File: src/rtl/qs_pkg.sv
// Shared types and constants for the quicksort sorter.
package qs_pkg;

  // Element and index widths
  localparam int DATA_W      = 32;
  localparam int IDX_W       = 7;   // holds 0..127, enough for a count of 0..64
  localparam int HALF_W      = 6;   // one bound inside a stack entry
  localparam int STACK_DEPTH = 64;
  localparam int STACK_AW    = 6;

  // Input word: one element, last closes the set
  typedef struct packed {
    logic signed [DATA_W-1:0] value;
    logic                     last;
  } in_word_t;

  // Output word: one sorted element
  typedef struct packed {
    logic signed [DATA_W-1:0] sorted_value;
    logic                     final_res;
    logic                     overflow;
  } out_word_t;

  // Pending subrange on the range stack
  typedef struct packed {
    logic [HALF_W-1:0] hi;
    logic [HALF_W-1:0] lo;
  } range_t;

endpackage

File: src/rtl/quicksort_sorter_top.sv
// Quicksort sorter: loads a set, sorts it in place with one compare unit, streams it out.
//
// Usage:
//   Input channel (in_valid_i / in_stall_o / in_word_i): one signed 32-bit element
//   per word; the word with last set closes the set and starts the sort. Up to
//   CAPACITY elements are stored; later ones are dropped and the set is flagged.
//   Output channel (out_valid_o / out_stall_i / out_word_o): the stored elements in
//   ascending order, final_res on the last one, overflow on every word of a set
//   that lost elements.
// Flow:
//   Loading takes one word per cycle. After the closing word the input stalls
//   while the sort runs: each element compare uses the single store read port
//   (address, then registered data), each swap writes both elements in turn,
//   and each partition adds pivot, fix-up and push steps. The set then streams
//   out, each word read from the store (address, then registered data) before
//   it is registered, so words do not come out back to back. The input opens again
//   once the last word sits in the output register.
// Reset returns the sequencer to loading and clears the element count, the stack
// pointer, the overflow flag and the output valid; the memories are not cleared.
// A stalled output word holds; the sequencer simply waits on it.
module quicksort_sorter_top #(
  parameter int CAPACITY = 64
) (
  input  logic              clk_i,
  input  logic              rst_ni,
  input  logic              in_valid_i,
  output logic              in_stall_o,
  input  qs_pkg::in_word_t  in_word_i,
  output logic              out_valid_o,
  input  logic              out_stall_i,
  output qs_pkg::out_word_t out_word_o
);
  import qs_pkg::*;

  localparam int AW = (CAPACITY > 1) ? $clog2(CAPACITY) : 1;

  typedef enum logic [4:0] {
    ST_LOAD,
    ST_INIT,
    ST_POP,
    ST_POPW,
    ST_PIVW,
    ST_OUTER,
    ST_LRD,
    ST_LCMP,
    ST_RRD,
    ST_RCMP,
    ST_SWAP,
    ST_SWAP2,
    ST_FIX1,
    ST_FIX2,
    ST_PUSH1,
    ST_PUSH2,
    ST_EMRD,
    ST_EMLD
  } state_e;

  state_e                   state_q, state_d;
  logic [IDX_W-1:0]         count_q, count_d;
  logic                     dropped_q, dropped_d;
  logic [IDX_W-1:0]         sp_q, sp_d;
  logic [IDX_W-1:0]         lo_q, lo_d, hi_q, hi_d;
  logic [IDX_W-1:0]         i_q, i_d, j_q, j_d;
  logic [IDX_W-1:0]         k_q, k_d;
  logic signed [DATA_W-1:0] pivot_q, pivot_d;
  logic signed [DATA_W-1:0] vi_q, vi_d, vj_q, vj_d;
  out_word_t                out_q, out_d;
  logic                     out_valid_q, out_valid_d;

  // Memory controls
  logic                     st_we, st_re;
  logic [AW-1:0]            st_waddr, st_raddr;
  logic [DATA_W-1:0]        st_wdata, st_rdata;
  logic                     sk_we, sk_re;
  logic [STACK_AW-1:0]      sk_waddr, sk_raddr;
  range_t                   sk_wdata, sk_rdata;

  // Shared compare unit and partition bookkeeping
  logic                     gt_pivot;
  logic                     in_acc, out_free;
  logic                     left_ok, right_ok, left_big, stack_room;
  range_t                   left_rng, right_rng;
  logic [IDX_W-1:0]         jm1, jp1;

  assign gt_pivot   = $signed(st_rdata) > pivot_q;
  assign in_acc     = in_valid_i && !in_stall_o;
  assign out_free   = !out_valid_q || !out_stall_i;
  assign jm1        = j_q - IDX_W'(1);
  assign jp1        = j_q + IDX_W'(1);
  assign left_ok    = (j_q > lo_q) && (lo_q < jm1);
  assign right_ok   = jp1 < hi_q;
  assign left_big   = (j_q - lo_q) > (hi_q - j_q);
  assign stack_room = sp_q < IDX_W'(STACK_DEPTH);
  assign left_rng   = '{hi: jm1[HALF_W-1:0], lo: lo_q[HALF_W-1:0]};
  assign right_rng  = '{hi: hi_q[HALF_W-1:0], lo: jp1[HALF_W-1:0]};

  assign in_stall_o  = (state_q != ST_LOAD);
  assign out_valid_o = out_valid_q;
  assign out_word_o  = out_q;

  // Sequencer
  always_comb begin
    state_d     = state_q;
    count_d     = count_q;
    dropped_d   = dropped_q;
    sp_d        = sp_q;
    lo_d        = lo_q;
    hi_d        = hi_q;
    i_d         = i_q;
    j_d         = j_q;
    k_d         = k_q;
    pivot_d     = pivot_q;
    vi_d        = vi_q;
    vj_d        = vj_q;
    out_d       = out_q;
    out_valid_d = out_valid_q && out_stall_i;
    st_we       = 1'b0;
    st_waddr    = '0;
    st_wdata    = '0;
    st_re       = 1'b0;
    st_raddr    = '0;
    sk_we       = 1'b0;
    sk_waddr    = '0;
    sk_wdata    = '0;
    sk_re       = 1'b0;
    sk_raddr    = '0;

    unique case (state_q)
      // Collect elements until the closing word
      ST_LOAD: begin
        if (in_acc) begin
          if (count_q < IDX_W'(CAPACITY)) begin
            st_we    = 1'b1;
            st_waddr = count_q[AW-1:0];
            st_wdata = in_word_i.value;
            count_d  = count_q + IDX_W'(1);
          end else begin
            dropped_d = 1'b1;
          end
          if (in_word_i.last) begin
            state_d = ST_INIT;
          end
        end
      end
      // Seed the stack with the whole set, or stream at once for fewer than two elements
      ST_INIT: begin
        k_d = '0;
        if (count_q < IDX_W'(2)) begin
          sp_d    = '0;
          state_d = ST_EMRD;
        end else begin
          sk_we    = 1'b1;
          sk_waddr = '0;
          sk_wdata = '{hi: HALF_W'(count_q - IDX_W'(1)), lo: '0};
          sp_d     = IDX_W'(1);
          state_d  = ST_POP;
        end
      end
      ST_POP: begin
        if (sp_q == '0) begin
          k_d     = '0;
          state_d = ST_EMRD;
        end else begin
          sp_d     = sp_q - IDX_W'(1);
          sk_re    = 1'b1;
          sk_raddr = STACK_AW'(sp_q - IDX_W'(1));
          state_d  = ST_POPW;
        end
      end
      ST_POPW: begin
        lo_d = IDX_W'(sk_rdata.lo);
        hi_d = IDX_W'(sk_rdata.hi);
        if (sk_rdata.lo >= sk_rdata.hi) begin
          state_d = ST_POP;
        end else begin
          st_re    = 1'b1;
          st_raddr = AW'(sk_rdata.lo);
          state_d  = ST_PIVW;
        end
      end
      ST_PIVW: begin
        pivot_d = st_rdata;
        i_d     = lo_q;
        j_d     = hi_q + IDX_W'(1);
        state_d = ST_OUTER;
      end
      ST_OUTER: begin
        if (i_q < j_q) begin
          i_d     = i_q + IDX_W'(1);
          state_d = ST_LRD;
        end else begin
          state_d = ST_FIX1;
        end
      end
      // Left scan: bound test before the read
      ST_LRD: begin
        if (i_q <= hi_q) begin
          st_re    = 1'b1;
          st_raddr = i_q[AW-1:0];
          state_d  = ST_LCMP;
        end else begin
          j_d     = jm1;
          state_d = ST_RRD;
        end
      end
      ST_LCMP: begin
        if (!gt_pivot) begin
          i_d     = i_q + IDX_W'(1);
          state_d = ST_LRD;
        end else begin
          vi_d    = st_rdata;
          j_d     = jm1;
          state_d = ST_RRD;
        end
      end
      // Right scan
      ST_RRD: begin
        if (j_q > lo_q) begin
          st_re    = 1'b1;
          st_raddr = j_q[AW-1:0];
          state_d  = ST_RCMP;
        end else begin
          state_d = ST_SWAP;
        end
      end
      ST_RCMP: begin
        if (gt_pivot) begin
          j_d     = jm1;
          state_d = ST_RRD;
        end else begin
          vj_d    = st_rdata;
          state_d = ST_SWAP;
        end
      end
      // Swap an out-of-place pair, writing slot i and then slot j
      ST_SWAP: begin
        if (i_q < j_q) begin
          st_we    = 1'b1;
          st_waddr = i_q[AW-1:0];
          st_wdata = vj_q;
          state_d  = ST_SWAP2;
        end else begin
          state_d = ST_FIX1;
        end
      end
      ST_SWAP2: begin
        st_we    = 1'b1;
        st_waddr = j_q[AW-1:0];
        st_wdata = vi_q;
        state_d  = ST_OUTER;
      end
      // Pivot into its slot; when j equals lo the second write wins
      ST_FIX1: begin
        st_we    = 1'b1;
        st_waddr = lo_q[AW-1:0];
        st_wdata = vj_q;
        state_d  = ST_FIX2;
      end
      ST_FIX2: begin
        st_we    = 1'b1;
        st_waddr = j_q[AW-1:0];
        st_wdata = pivot_q;
        state_d  = ST_PUSH1;
      end
      // Larger side goes on the stack first
      ST_PUSH1: begin
        if (left_big) begin
          sk_we    = left_ok && stack_room;
          sk_wdata = left_rng;
        end else begin
          sk_we    = right_ok && stack_room;
          sk_wdata = right_rng;
        end
        sk_waddr = sp_q[STACK_AW-1:0];
        if (sk_we) begin
          sp_d = sp_q + IDX_W'(1);
        end
        state_d = ST_PUSH2;
      end
      ST_PUSH2: begin
        if (left_big) begin
          sk_we    = right_ok && stack_room;
          sk_wdata = right_rng;
        end else begin
          sk_we    = left_ok && stack_room;
          sk_wdata = left_rng;
        end
        sk_waddr = sp_q[STACK_AW-1:0];
        if (sk_we) begin
          sp_d = sp_q + IDX_W'(1);
        end
        state_d = ST_POP;
      end
      // Stream the sorted set
      ST_EMRD: begin
        st_re    = 1'b1;
        st_raddr = k_q[AW-1:0];
        state_d  = ST_EMLD;
      end
      ST_EMLD: begin
        if (out_free) begin
          out_valid_d        = 1'b1;
          out_d.sorted_value = st_rdata;
          out_d.final_res    = (k_q == count_q - IDX_W'(1));
          out_d.overflow     = dropped_q;
          if (k_q == count_q - IDX_W'(1)) begin
            count_d   = '0;
            dropped_d = 1'b0;
            sp_d      = '0;
            state_d   = ST_LOAD;
          end else begin
            k_d     = k_q + IDX_W'(1);
            state_d = ST_EMRD;
          end
        end
      end
      default: state_d = ST_LOAD;
    endcase
  end

  // State and registered outputs
  always_ff @(posedge clk_i or negedge rst_ni) begin
    if (!rst_ni) begin
      state_q     <= ST_LOAD;
      count_q     <= '0;
      dropped_q   <= 1'b0;
      sp_q        <= '0;
      out_valid_q <= 1'b0;
    end else begin
      state_q     <= state_d;
      count_q     <= count_d;
      dropped_q   <= dropped_d;
      sp_q        <= sp_d;
      out_valid_q <= out_valid_d;
    end
  end

  // Datapath registers
  always_ff @(posedge clk_i) begin
    lo_q    <= lo_d;
    hi_q    <= hi_d;
    i_q     <= i_d;
    j_q     <= j_d;
    k_q     <= k_d;
    pivot_q <= pivot_d;
    vi_q    <= vi_d;
    vj_q    <= vj_d;
    out_q   <= out_d;
  end

  // Element store
  qs_ram #(
    .WIDTH(DATA_W),
    .DEPTH(CAPACITY)
  ) u_store (
    .clk_i  (clk_i),
    .we_i   (st_we),
    .waddr_i(st_waddr),
    .wdata_i(st_wdata),
    .re_i   (st_re),
    .raddr_i(st_raddr),
    .rdata_o(st_rdata)
  );

  // Range stack
  qs_ram #(
    .WIDTH(2 * HALF_W),
    .DEPTH(STACK_DEPTH)
  ) u_stack (
    .clk_i  (clk_i),
    .we_i   (sk_we),
    .waddr_i(sk_waddr),
    .wdata_i(sk_wdata),
    .re_i   (sk_re),
    .raddr_i(sk_raddr),
    .rdata_o(sk_rdata)
  );

endmodule

File: src/rtl/qs_ram.sv
// Generic simple dual-port RAM: one write port, one read port with registered data.
module qs_ram #(
  parameter int WIDTH = 32,
  parameter int DEPTH = 64,
  localparam int AW   = (DEPTH > 1) ? $clog2(DEPTH) : 1
) (
  input  logic             clk_i,
  input  logic             we_i,
  input  logic [AW-1:0]    waddr_i,
  input  logic [WIDTH-1:0] wdata_i,
  input  logic             re_i,
  input  logic [AW-1:0]    raddr_i,
  output logic [WIDTH-1:0] rdata_o
);

  logic [WIDTH-1:0] mem_q [DEPTH];
  logic [WIDTH-1:0] rdata_q;

  // Write port
  always_ff @(posedge clk_i) begin
    if (we_i) begin
      mem_q[waddr_i] <= wdata_i;
    end
  end

  // Read port, data held while re_i is low
  always_ff @(posedge clk_i) begin
    if (re_i) begin
      rdata_q <= mem_q[raddr_i];
    end
  end

  assign rdata_o = rdata_q;

endmodule

File: config.mk
export PLATFORM = sky130hd
export DESIGN_NAME = quicksort_sorter_top
export DESIGN_NICKNAME = d
export VERILOG_FILES = /design/src/rtl/qs_pkg.sv /design/src/rtl/quicksort_sorter_top.sv /design/src/rtl/qs_ram.sv
export SDC_FILE = /design/constraint.sdc
export NUM_CORES = 2
export LEC_CHECK = 0
export ABC_CLOCK_PERIOD_IN_PS = 9130
export BUFFER_PORTS_ARGS = -buffer_cell sky130_fd_sc_hd__clkbuf_2
export CORE_AREA = 10 10 506 508
export DETAILED_ROUTE_END_ITERATION = 8
export DIE_AREA = 0 0 516 518
export PLACE_DENSITY_LB_ADDON = 0.12
export SYNTH_ARGS = -nofsm -noshare
export SYNTH_HDL_FRONTEND = slang
export SYNTH_SLANG_ARGS = --single-unit
File: constraint.sdc
create_clock -name clk_i -period 9.13 [get_ports clk_i]
set_clock_uncertainty 0.2 [all_clocks]
set_input_delay 0.4565 -clock clk_i [delete_from_list [all_inputs] [get_ports clk_i]]
set_output_delay 0.4565 -clock clk_i [all_outputs]
set_load 0.01 [all_outputs]
==> flow_metrics.tcl <==
set metrics [dict create \
    cts_tree "yes" \
    setup_slack_ns 2.314 \
    yosysTopAreaCellShare 0.7414 \
    syn_to_final_growth_pct 12.57 \
    critPathKind "flop to flop" \
    rsz0062_at_grt "false" \
    power.leakage_nw 48.79 \
    ys_types 76 \
    pre_cts_ws_ns 2.380 \
    ys.flop_type "edfxtp_1" \
    yosys-top-cells-area "edfxtp_1, nand2_1, mux2i_1, nand3_1, or3_1" \
    finalCriticalPeriod_ns 6.816 \
    port_buffers 72 \
    drive_gt1_frac 0.1142 \
    drc_errors 0 \
    design.die.area_um2 267300 \
    cp.required_ns 9.43 \
    place_congestion 0.8568 \
    ys_warn_count 0 \
    vias_per_cell 6.320 \
    first_pass_iters 5 \
    endpoint_kind "flop" \
    synthSimpleGateAreaFrac 0.09222 \
    core_um2 245500 \
    synth-edff-count 3023 \
    synthCells 8261 \
    rows 182 \
    ys_ff_latch 3044 \
    dr.first_iter.drc_count 10400 \
    synth_top_family_by_area "simple AND/OR/NAND/NOR gates" \
    grt_pass1_wl_mm 519.3 \
    finalSetupViolCount 0 \
    clk-insertion-delay-late_ns 0.93 \
    ys_async_sr_fraction 0.006899 \
    fin_area_um2 137800 \
    vdd_drop_max_v 0.0002114 \
    num_io_pins 73 \
    crit_path_max_incr_delay_ns 0.96 \
    cp.arrival_ns 7.12 \
    antenna_found_initial 22 \
    synth_common_cells "edfxtp_1, nand2_1, mux2i_1" \
    post_drt_wl_per_cell_um 30.98 \
    status "finished, final reports clean" \
    final.period_utilization 0.7466 \
    slew_headroom 0.09914 \
    rr_worst_depth 19 \
    place_area_um2 127500 \
    maxSlewViolCount 0 \
    rr_startpoint "j_q[0]" \
    r2r_slack_ns 2.31 \
    fin_nets 8493 \
    synthAdderAreaFrac 0.009524 \
    tns_ns 0 \
    min_from "dropped_q" \
    yosysTopAreaCell "edfxtp_1" \
    crit_chain "inv_1, ha_1, inv_1, fa_1, a21o_1, a21oi_1, xnor2_1, ha_1, a21o_1, a21o_1, a21o_1, o22ai_1, xor2_1, buf_4, or3_1, o21ai_0, nand2_1, or4_1, nor2_1" \
    cp_max_fo 26 \
    fmax_mhz 146.7 \
    overflow 0 \
    cts_buffers 328 \
    cp_slowest_cell "nor2_1" \
    dieHeight_um 518 \
    grtUsageTotal 0.2658 \
    h-tree-depth 5 \
    start_util 0.4988 \
    grt_pass1_vias 70270 \
    clock-sinks 3044 \
    yosysMostFrequentCell "edfxtp_1" \
    drt_wl_total_mm 366.6 \
    seq_area_frac_synth 0.7457 \
    critPathLaunchType "flop" \
    holdWs_ns 0.2243 \
    hold_violations 0 \
    tightest_slew_ns 1.351 \
    cpMostUsedCell "a21o_1" \
    vias 74780 \
    fp.dieW_um 516 \
    hold_path_class "flop to flop" \
    grt_max_degree 183 \
    postSynthAreaPerCell_um2 14.82 \
    p_per_area_nw_per_um2 282.1 \
    synth-xor-area-share 0.003720 \
    root_buffer "clkbuf_16" \
    clock_path_buffers 4 \
    cts_resized 0 \
    syn_nets 8390 \
    muxShareOfSynthArea 0.04954 \
    path_clk_slew_ns 0.07 \
    r2r-end "u_stack.mem_q[27][9]" \
    hold_end "out_word_o[0]" \
    dp_hpwl_mm 210.3 \
    whs_path_depth 0 \
    maxCapViolations 0 \
    ant_nets 0 \
    synth_compound_area_frac 0.07880 \
    syn_area_um2 122400 \
]
-- final cells by class --
class	instances	area, µm²
fillers	19240	107600
flip-flops and latches	3044	91310
multi-input cells	4600	29570
clock buffers	376	8473
well taps	3220	4029
repair buffers	316	2394
clock inverters	192	1768
inverters	74	280.3
diodes	10	25.02
-- power breakdown --
group          total, mW  internal [mW]  switching, mW
clock               12.8           7.53           5.30
sequential          17.2           16.7          0.492
combinational       8.91           2.46           6.45
total               38.9           26.6           12.2
-- sequential cells by signal (all words and copies together) (netlist names) --
signal           cells
j_q                  7
vj_q                32
u_store.rdata_o     32
lo_q                 6
out_word_o          34
pivot_q             32
k_q                  7
state_q              5
sp_q                 7
dropped_q            1
out_valid_o          1
count_q              7
hi_q                 6
vi_q                32
i_q                  7
u_stack.mem_q      768
u_stack.rdata_o     12
u_store.mem_q     2048
-- cell usage in the layout, fill, tap and decap left out, drive strengths merged, types with 41 or more instances in the layout --
cell	n
a211oi	111
a21o	41
a21oi	234
a22oi	52
a311oi	49
a31oi	161
a32oi	45
and2	110
and3	80
buf	238
clkbuf	448
clkinv	142
edfxtp	3023
ha	90
inv	84
mux2i	498
mux4	48
nand2	1332
nand3	322
nor2	182
o211ai	136
o21ai	251
o22ai	185
or3	212
or4	47
-- cells by family (layout without fill, tap and decap cells) --
group	Yosys count	after routing
xor gates and xnor gates	52	52
muxes	546	546
other	0	10
adders and majority gates	92	92
and+or+nand+nor	2454	2454
buffers and inverters	617	958
DFF	3044	3044
AOI/OAI and AO/OA	1456	1456
-- critical path: cells and delay by family, from the launching register on --
family          cells  cell delay [ns]
buf+inv             3             0.55
simple gates        4             2.45
compound gates      7             1.48
xor+xnor            2             0.27
fa+ha+maj           3             0.87
flops               1             0.55
-- metal layers --
layer	up-vias	wire [µm]	track usage
li1	32070	-	-
met1	38160	154500	0.3991
met4	0	11030	0.07417
met5	-	0	0
met2	3932	162700	0.3933
met3	611	38360	0.05622
-- worst max path at each step --
stage            from                    to  slack (ns)
6_report       j_q[0]  u_stack.mem_q[27][9]        2.31
5_1_grt        j_q[0]  u_stack.mem_q[52][5]        1.97
4_1_cts        j_q[0]  u_stack.mem_q[52][0]        2.32
3_5_place_dp   j_q[0]  u_stack.mem_q[52][2]        2.38
3_3_place_gp   j_q[4]   u_store.rdata_o[28]        2.09
2_1_floorplan  j_q[1]   u_store.mem_q[3][0]        2.31
-- through the flow --
| step | utilization | cells | power, mW |
|---|---|---|---|
| 2_1_floorplan | - | 8261 | 22.26 |
| 3_3_place_gp | 0.5191 | 11240 | 26.08 |
| 3_5_place_dp | 0.5193 | 11250 | 26.18 |
| 4_1_cts | 0.5614 | 11820 | 38.91 |
| 5_1_grt | 0.5614 | 11830 | 40.18 |
| 6_report | 0.5615 | 11830 | 38.89 |
-- repair_timing --
action	4_1_cts	5_1_grt
hold buffers	7	0
buffers inserted	0	0
endpoints found under the hold margin	31	0
(Power assumes the default switching activity.)
